$ cat config.mk
export PLATFORM = sky130hd
export DESIGN_NAME = lowest_free_id_allocator
export DESIGN_NICKNAME = d
export VERILOG_FILES = /design/src/rtl/lfid_pkg.sv /design/src/rtl/lfid_cell.sv /design/src/rtl/lowest_free_id_allocator.sv
export SDC_FILE = /design/constraint.sdc
export NUM_CORES = 1
export LEC_CHECK = 0
export BUFFER_PORTS_ARGS = -buffer_cell sky130_fd_sc_hd__buf_2
export CELL_PAD_IN_SITES_DETAIL_PLACEMENT = 1
export CELL_PAD_IN_SITES_GLOBAL_PLACEMENT = 1
export CORE_MARGIN = 3
export CORE_UTILIZATION = 49
export DETAILED_ROUTE_END_ITERATION = 6
export PLACE_DENSITY_LB_ADDON = 0.3
export SLEW_MARGIN = 15
export SYNTH_ARGS = -nofsm -noshare
export SYNTH_HDL_FRONTEND = slang
export SYNTH_HIERARCHICAL = 1
export SYNTH_SLANG_ARGS = --single-unit
$ cat constraint.sdc
create_clock -name clk -period 4.35 [get_ports clk]
set_input_delay 0.87 -clock clk [delete_from_list [all_inputs] [get_ports clk]]
set_output_delay 0.87 -clock clk [all_outputs]
set_load 0.02 [all_outputs]
$ cat src/rtl/lfid_pkg.sv
// Shared constants, types and codes for the lowest-free ID allocator.
package lfid_pkg;

	localparam int SLOTS       = 64;
	localparam int CELL_W      = 8;
	localparam int NCELLS      = SLOTS / CELL_W;
	localparam int IDX_W       = $clog2(SLOTS);
	localparam int CNT_W       = IDX_W + 1;
	localparam int OFF_W       = $clog2(CELL_W);
	localparam int CELL_IDX_W  = IDX_W - OFF_W;

	localparam int ID_W        = 6;
	localparam int MARK_W      = 7;
	localparam int IN_TDATA_W  = ((ID_W + 7) / 8) * 8;
	localparam int OUT_W       = ID_W + 2 * MARK_W;
	localparam int OUT_TDATA_W = ((OUT_W + 7) / 8) * 8;

	localparam logic ST_DONE = 1'b0;
	localparam logic ST_FULL = 1'b1;

	typedef enum logic {
		OP_ALLOC = 1'b0,
		OP_FREE  = 1'b1
	} op_t;

	typedef enum logic [1:0] {
		S_IDLE,
		S_SCAN_FWD,
		S_SCAN_BWD,
		S_RESP
	} state_t;

	// Per-cell write and scan-start controls from the sequencer
	typedef struct packed {
		logic             set;
		logic             clr;
		logic [OFF_W-1:0] wr_off;
		logic             fwd_inj;
		logic             bwd_inj;
		logic [OFF_W-1:0] start_off;
	} cell_ctrl_t;

	// Per-cell scan status back to the sequencer
	typedef struct packed {
		logic             fwd_tok;
		logic             bwd_tok;
		logic             fwd_hit;
		logic             bwd_hit;
		logic [OFF_W-1:0] fwd_pos;
		logic [OFF_W-1:0] bwd_pos;
	} cell_res_t;

endpackage

$ cat src/rtl/lfid_cell.sv
// One cell of the slot chain: a group of occupancy bits and the two scan tokens.
module lfid_cell import lfid_pkg::*; (
	input  logic       clk,
	input  logic       arst_n,
	input  cell_ctrl_t ctrl,
	input  logic       fwd_in,
	input  logic       bwd_in,
	output logic       fwd_out,
	output logic       bwd_out,
	output cell_res_t  res
);

	logic [CELL_W-1:0] occ_q;
	logic              fwd_tok_q;
	logic              bwd_tok_q;
	logic [OFF_W-1:0]  fwd_off_q;
	logic [OFF_W-1:0]  bwd_off_q;
	logic [CELL_W-1:0] fwd_cand;
	logic [CELL_W-1:0] bwd_cand;
	logic [OFF_W-1:0]  fwd_pos;
	logic [OFF_W-1:0]  bwd_pos;

	always_ff @(posedge clk or negedge arst_n) begin
		if (!arst_n) begin
			occ_q     <= '0;
			fwd_tok_q <= 1'b0;
			bwd_tok_q <= 1'b0;
			fwd_off_q <= '0;
			bwd_off_q <= '0;
		end else begin
			if (ctrl.set) begin
				occ_q[ctrl.wr_off] <= 1'b1;
			end
			if (ctrl.clr) begin
				occ_q[ctrl.wr_off] <= 1'b0;
			end
			fwd_tok_q <= ctrl.fwd_inj | fwd_in;
			fwd_off_q <= ctrl.fwd_inj ? ctrl.start_off : '0;
			bwd_tok_q <= ctrl.bwd_inj | bwd_in;
			bwd_off_q <= ctrl.bwd_inj ? ctrl.start_off : OFF_W'(CELL_W - 1);
		end
	end

	// forward: free slots at or above the offset; backward: used slots at or below it
	always_comb begin
		fwd_cand = ~occ_q & ({CELL_W{1'b1}} << fwd_off_q);
		bwd_cand = occ_q & ({CELL_W{1'b1}} >> (OFF_W'(CELL_W - 1) - bwd_off_q));
		fwd_pos  = '0;
		bwd_pos  = '0;
		for (int i = CELL_W - 1; i >= 0; i--) begin
			if (fwd_cand[i]) begin
				fwd_pos = OFF_W'(i);
			end
		end
		for (int i = 0; i < CELL_W; i++) begin
			if (bwd_cand[i]) begin
				bwd_pos = OFF_W'(i);
			end
		end
	end

	// a token that finds nothing moves on to the neighbour
	assign fwd_out     = fwd_tok_q & ~(|fwd_cand);
	assign bwd_out     = bwd_tok_q & ~(|bwd_cand);
	assign res.fwd_tok = fwd_tok_q;
	assign res.bwd_tok = bwd_tok_q;
	assign res.fwd_hit = fwd_tok_q & (|fwd_cand);
	assign res.bwd_hit = bwd_tok_q & (|bwd_cand);
	assign res.fwd_pos = fwd_pos;
	assign res.bwd_pos = bwd_pos;

endmodule

$ cat src/rtl/lowest_free_id_allocator.sv
// Lowest-free ID allocator: request sequencer over a chain of slot cells.
// Usage:
//   Requests enter on s_tvalid/s_tready. s_tuser holds the opcode
//   (allocate or free), s_tdata the ID to free. Each request gives one
//   response on m_tvalid/m_tready: m_tuser is the status flag, m_tdata the
//   granted ID, the first-free hint and the end mark after the request.
//   The slots live in a row of cells of CELL_W slots each. The hint and
//   end-mark searches pass a token along the row, one cell per cycle.
//   No search is needed when the table is full, for a free of an
//   out-of-range ID, for a free with end mark zero, or for an allocate
//   of the last slot; otherwise the response waits until the token has
//   walked the cells to the slot it finds or to the end of the row.
//   One request is in work at a time; the next is taken once the previous
//   response sits in the output register.
//   If the receiver stalls, the finished response waits in the output
//   register and a following request is still taken and worked on; its
//   response is held back until the output register frees.
//   Reset clears all occupancy bits, the hint and the end mark at once.
module lowest_free_id_allocator import lfid_pkg::*; (
	input  logic                   clk,
	input  logic                   arst_n,
	input  logic                   s_tvalid,
	output logic                   s_tready,
	input  logic [IN_TDATA_W-1:0]  s_tdata,  // [5:0] release_id, [7:6] zero
	input  logic [0:0]             s_tuser,  // [0] opcode
	output logic                   m_tvalid,
	input  logic                   m_tready,
	output logic [OUT_TDATA_W-1:0] m_tdata,  // [5:0] granted_id, [12:6] hint_after,
	                                         // [19:13] end_after, [23:20] zero
	output logic [0:0]             m_tuser   // [0] status
);

	state_t state_q, state_d;

	logic [CNT_W-1:0] ff_q, ff_d;
	logic [CNT_W-1:0] end_q, end_d;
	logic             status_q, status_d;
	logic [ID_W-1:0]  granted_q, granted_d;

	logic             m_tvalid_q;
	logic [OUT_W-1:0] m_data_q;
	logic             m_status_q;

	logic                  do_set, do_clr, inj_fwd, inj_bwd, load_out;
	logic [CELL_IDX_W-1:0] wr_cell, inj_cell;
	logic [OFF_W-1:0]      wr_off, inj_off;
	logic [CNT_W-1:0]      next_id, end_m1, fwd_ext, rel_ext;
	logic [ID_W-1:0]       rel_id;
	op_t                   op;

	cell_ctrl_t ctrl [NCELLS];
	cell_res_t  res  [NCELLS];
	logic [NCELLS:0] fwd_link;
	logic [NCELLS:0] bwd_link;

	logic             fwd_hit, bwd_hit;
	logic [IDX_W-1:0] fwd_idx, bwd_idx;
	logic [NCELLS-1:0] fwd_toks, bwd_toks;

	assign op      = op_t'(s_tuser[0]);
	assign rel_id  = s_tdata[ID_W-1:0];
	assign rel_ext = CNT_W'(rel_id);
	assign next_id = ff_q + CNT_W'(1);
	assign end_m1  = end_q - CNT_W'(1);
	assign fwd_ext = CNT_W'(fwd_idx);

	assign fwd_link[0]      = 1'b0;
	assign bwd_link[NCELLS] = 1'b0;

	for (genvar k = 0; k < NCELLS; k++) begin : g_cell
		lfid_cell u_cell (
			.clk     (clk),
			.arst_n  (arst_n),
			.ctrl    (ctrl[k]),
			.fwd_in  (fwd_link[k]),
			.bwd_in  (bwd_link[k+1]),
			.fwd_out (fwd_link[k+1]),
			.bwd_out (bwd_link[k]),
			.res     (res[k])
		);
	end

	// fan the controls out to the addressed cell
	always_comb begin
		for (int k = 0; k < NCELLS; k++) begin
			ctrl[k].set       = do_set && (wr_cell == CELL_IDX_W'(k));
			ctrl[k].clr       = do_clr && (wr_cell == CELL_IDX_W'(k));
			ctrl[k].wr_off    = wr_off;
			ctrl[k].fwd_inj   = inj_fwd && (inj_cell == CELL_IDX_W'(k));
			ctrl[k].bwd_inj   = inj_bwd && (inj_cell == CELL_IDX_W'(k));
			ctrl[k].start_off = inj_off;
		end
	end

	// only the cell holding the token can report a hit
	always_comb begin
		fwd_hit = 1'b0;
		bwd_hit = 1'b0;
		fwd_idx = '0;
		bwd_idx = '0;
		for (int k = 0; k < NCELLS; k++) begin
			fwd_toks[k] = res[k].fwd_tok;
			bwd_toks[k] = res[k].bwd_tok;
			if (res[k].fwd_hit) begin
				fwd_hit = 1'b1;
				fwd_idx = {CELL_IDX_W'(k), res[k].fwd_pos};
			end
			if (res[k].bwd_hit) begin
				bwd_hit = 1'b1;
				bwd_idx = {CELL_IDX_W'(k), res[k].bwd_pos};
			end
		end
	end

	always_ff @(posedge clk or negedge arst_n) begin
		if (!arst_n) begin
			state_q <= S_IDLE;
		end else begin
			state_q <= state_d;
		end
	end

	always_comb begin
		state_d   = state_q;
		ff_d      = ff_q;
		end_d     = end_q;
		status_d  = status_q;
		granted_d = granted_q;
		do_set    = 1'b0;
		do_clr    = 1'b0;
		wr_cell   = '0;
		wr_off    = '0;
		inj_fwd   = 1'b0;
		inj_bwd   = 1'b0;
		inj_cell  = '0;
		inj_off   = '0;
		load_out  = 1'b0;
		s_tready  = (state_q == S_IDLE);
		case (state_q)
			S_IDLE: begin
				if (s_tvalid) begin
					if (op == OP_ALLOC) begin
						if (ff_q >= CNT_W'(SLOTS)) begin
							status_d  = ST_FULL;
							granted_d = '0;
							state_d   = S_RESP;
						end else begin
							status_d  = ST_DONE;
							granted_d = ID_W'(ff_q);
							do_set    = 1'b1;
							wr_cell   = ff_q[IDX_W-1:OFF_W];
							wr_off    = ff_q[OFF_W-1:0];
							if (next_id == CNT_W'(SLOTS)) begin
								ff_d    = CNT_W'(SLOTS);
								end_d   = CNT_W'(SLOTS);
								state_d = S_RESP;
							end else begin
								inj_fwd  = 1'b1;
								inj_cell = next_id[IDX_W-1:OFF_W];
								inj_off  = next_id[OFF_W-1:0];
								state_d  = S_SCAN_FWD;
							end
						end
					end else begin
						status_d  = ST_DONE;
						granted_d = '0;
						if (rel_ext >= CNT_W'(SLOTS)) begin
							state_d = S_RESP;
						end else begin
							do_clr  = 1'b1;
							wr_cell = rel_ext[IDX_W-1:OFF_W];
							wr_off  = rel_ext[OFF_W-1:0];
							if (ff_q > rel_ext) begin
								ff_d = rel_ext;
							end
							if (end_q == '0) begin
								state_d = S_RESP;
							end else begin
								// cleared bit is visible by the time the token looks
								inj_bwd  = 1'b1;
								inj_cell = end_m1[IDX_W-1:OFF_W];
								inj_off  = end_m1[OFF_W-1:0];
								state_d  = S_SCAN_BWD;
							end
						end
					end
				end
			end
			S_SCAN_FWD: begin
				if (fwd_hit) begin
					ff_d    = fwd_ext;
					end_d   = (end_q < fwd_ext) ? fwd_ext : end_q;
					state_d = S_RESP;
				end else if (fwd_link[NCELLS]) begin
					ff_d    = CNT_W'(SLOTS);
					end_d   = CNT_W'(SLOTS);
					state_d = S_RESP;
				end
			end
			S_SCAN_BWD: begin
				if (bwd_hit) begin
					end_d   = CNT_W'(bwd_idx) + CNT_W'(1);
					state_d = S_RESP;
				end else if (bwd_link[0]) begin
					end_d   = '0;
					state_d = S_RESP;
				end
			end
			S_RESP: begin
				if (!m_tvalid_q || m_tready) begin
					load_out = 1'b1;
					state_d  = S_IDLE;
				end
			end
			default: begin
				state_d = S_IDLE;
			end
		endcase
	end

	always_ff @(posedge clk or negedge arst_n) begin
		if (!arst_n) begin
			ff_q  <= '0;
			end_q <= '0;
		end else begin
			ff_q  <= ff_d;
			end_q <= end_d;
		end
	end

	always_ff @(posedge clk) begin
		status_q  <= status_d;
		granted_q <= granted_d;
		if (load_out) begin
			m_status_q <= status_q;
			m_data_q   <= {MARK_W'(end_q), MARK_W'(ff_q), granted_q};
		end
	end

	always_ff @(posedge clk or negedge arst_n) begin
		if (!arst_n) begin
			m_tvalid_q <= 1'b0;
		end else if (load_out) begin
			m_tvalid_q <= 1'b1;
		end else if (m_tready) begin
			m_tvalid_q <= 1'b0;
		end
	end

	assign m_tvalid   = m_tvalid_q;
	assign m_tuser[0] = m_status_q;
	assign m_tdata    = {{(OUT_TDATA_W - OUT_W){1'b0}}, m_data_q};

	// at most one scan token anywhere in the chain
	a_one_token: assert property (@(posedge clk) disable iff (!arst_n)
		$onehot0({fwd_toks, bwd_toks}))
		else $error("more than one scan token in the cell chain");

	// a search state always has a token in flight
	a_scan_token: assert property (@(posedge clk) disable iff (!arst_n)
		(state_q == S_SCAN_FWD || state_q == S_SCAN_BWD) |->
		((|fwd_toks) || (|bwd_toks)))
		else $error("scan state with no token in the chain");

	// hint and end mark never pass the table size
	a_marks_range: assert property (@(posedge clk) disable iff (!arst_n)
		(ff_q <= CNT_W'(SLOTS)) && (end_q <= CNT_W'(SLOTS)))
		else $error("hint or end mark out of range");

	// a full-table response grants nothing and reports a full hint
	a_full_resp: assert property (@(posedge clk) disable iff (!arst_n)
		(m_tvalid && m_tuser[0] == ST_FULL) |->
		(m_tdata[ID_W-1:0] == '0 && m_tdata[ID_W+MARK_W-1:ID_W] == MARK_W'(SLOTS)))
		else $error("full response with a granted ID or a free hint");

endmodule
==> metrics.cfg <==
[worst_setup_path]
path_cells=a22oi_1 -> a211oi_2 -> a21boi_0 -> nor2b_1 -> a22oi_1 -> nand2_1 -> o21ai_0 -> ha_1 -> a21bo_2 -> o2111a_1 -> o311a_1 -> mux2_1
path_delay_family=compound AO/OA/AOI/OAI gates
timing.critical_path.mode_cell=a22oi_1
endpoint_kind=flop
r2r_cells=12
cp-start-kind=flop
r2r-end=end_q[5]
arrival_ps=4270
crit_buf_inv=0
r2r_slack_ps=400
worstSetupPathType=flop to flop
critical_path_required_ps=4670
r2r_start=g_cell[4].u_cell/fwd_off_q[2]
critPathMaxFanout=11
critPathMaxStageDelay_ps=560
worstSetupStartpoint=g_cell[4].u_cell/fwd_off_q[2]
critPathSlowestCell=dfrtp_1

[die]
dieArea_sq_um=25130
initial_utilization=0.5004
core_area_sq_um=22780
io_pins=40
rows=55
die_w_microns=158.5
dieHeight_microns=158.5

[layout]
diodes=0
stdcell_area_sq_um=12450
drive_gt1_frac=0.1549
area_growth_pct=9.200
n_fill_cell=2646
fin_nets=1293

[power]
p_int_uw=3521
combPwrFrac=0.305
pwr-share-seq=0.381
power.leakage_uw=0.005109
p_sw_frac=0.3632
ir_worst_vdd_mv=0.2452
p_sw_uw=2009
pwr-share-clk=0.314
power.density_nw_per_um2=444.3

[clocking]
clock-root-buffer=clkbuf_16
cts_buffers=17
postCtsSetupRepairBufs=0
htree_levels=4
clock_latency_ps=440
cts_hold_buf=0
clockBufferDepth=2
clkTransAtPathRegs_ps=70
ctsResizeCount=0
clock-sinks=173
cts_tree=yes

[sta]
rsz0062_at_grt=no
setup_ws_ps=401.4
tightest_slew_ps=988.1
period_minus_slack_ps=3949
skew_ps=10.93
relSlewSlack=0.3406
max_freq_mhz=253.3
slew_viol_final=0
finalSetupTns_ps=0
finalSetupViolations=0
period_share=0.9077
timing.final.hold_violations=0

[global_routing]
grt_pass1_wl_mm=55.68
grtUsageTotal=0.2824
antenna_found_initial=2
grt_pass1_vias=10226
overflow=0
grt_max_degree=81

[min_path]
hold_depth=0
hold_end=m_data_q[4]
hold_class=flop to flop
worstHoldStart=granted_q[4]

[route]
wl_mm=34.91
drtIter0Drc=584
wl_per_cell_microns=22.02
wl_met1_mm=15.55
wl_met3_mm=1.658
route.detailed.drc=0
highest_layer=met5
dr_wl_met2_mm=16.57
antenna_left=0
vias_per_cell=6.442
drt_first_pass_iters=7
vias=10211

[placed_design]
post_dp_cell_area_sq_um=11790
gp_congestion=0.9466
pre_cts_slack_ps=260.5
dp_hpwl_mm=25.10
io_buffers=33

[run]
drv_cap=0

[logic_synthesis]
yosys_warnings=6
syn_inst=1241
netlist_area_sq_um=11400
syn_avg_cell_area_sq_um=9.184

[run_status]
status=complete, no violations

==> layout make-up <==
type	instances	area (sq um)	area share
clock buffer	17	425.4	0.03418
clock inverter	15	235.2	0.01890
inverter	46	172.7	0.01387
multi-input combinational	963	6367	0.5116
sequential	173	4469	0.3591
tap	313	391.6	0.03147
timing repair buffer	58	384.1	0.03086
==> through the flow <==
stage | hold slack (ps) | instances | total power, uW | util
finish | 421.8 | 1585 | 5530 | 0.5464
global route | 427.2 | 1585 | 5816 | 0.5464
CTS | 423.2 | 1585 | 5549 | 0.5464
detailed placement | 405.6 | 1553 | 3788 | 0.5174
global placement | 400.5 | 1553 | 3724 | 0.5174
floorplan | 400.3 | 1246 | 3250 | -
==> sequential cells by signal, indices dropped and copies added, names as in the netlist <==
signal                   flops
m_tuser                      1
state_q                      2
end_q                        7
g_cell.u_cell/fwd_off_q     24
status_q                     1
g_cell.u_cell/occ_q         64
m_tvalid                     1
m_data_q                    20
g_cell.u_cell/bwd_off_q     24
ff_q                         7
g_cell.u_cell/fwd_tok_q      8
granted_q                    6
g_cell.u_cell/bwd_tok_q      8
==> how the worst max path moves through the flow <==
stage / to / slack, ps / cells past startpoint
floorplan: end_q[2] / 1140 / 17
global placement: end_q[5] / 450 / 12
detailed placement: end_q[5] / 260 / 12
CTS: end_q[5] / 250 / 12
global route: end_q[5] / 150 / 14
finish: end_q[5] / 400 / 12
==> layer usage <==
layer / vias to the layer above / GRT usage
li1: 4696 / -
met1: 5188 / 0.3703
met2: 250 / 0.4585
met3: 75 / 0.06143
met4: 2 / 0.1098
met5: - / 0
==> power groups by stage <==
stage	Clock (uW)	Sequential, uW	Combinational [uW]
after floorplan	0	2120	1130
after global placement	0	2120	1610
after detailed placement	0	2130	1660
final	1740	2110	1680
after global routing	1830	2140	1840
after CTS	1770	2100	1680
==> layout by cell type, fill, tap and decap left out, drive strengths merged, types with 35 or more instances in the layout <==
| cell | count |
|---|---|
| nor2 | 114 |
| dfrtp | 145 |
| or2 | 35 |
| nand2b | 36 |
| nand2 | 81 |
| o21ai | 38 |
| inv | 50 |
| a31oi | 87 |
| nor2b | 73 |
| buf | 58 |
| a21oi | 86 |
==> worst register-to-register path, stage by stage, from the launching register on <==
cell      delay (ps)
dfrtp_1          560
a22oi_1          160
a211oi_2         430
a21boi_0         330
nor2b_1          250
a22oi_1          220
nand2_1           80
o21ai_0          340
ha_1             320
a21bo_2          190
o2111a_1         180
o311a_1          420
mux2_1           370
(Power assumes the default switching activity.)
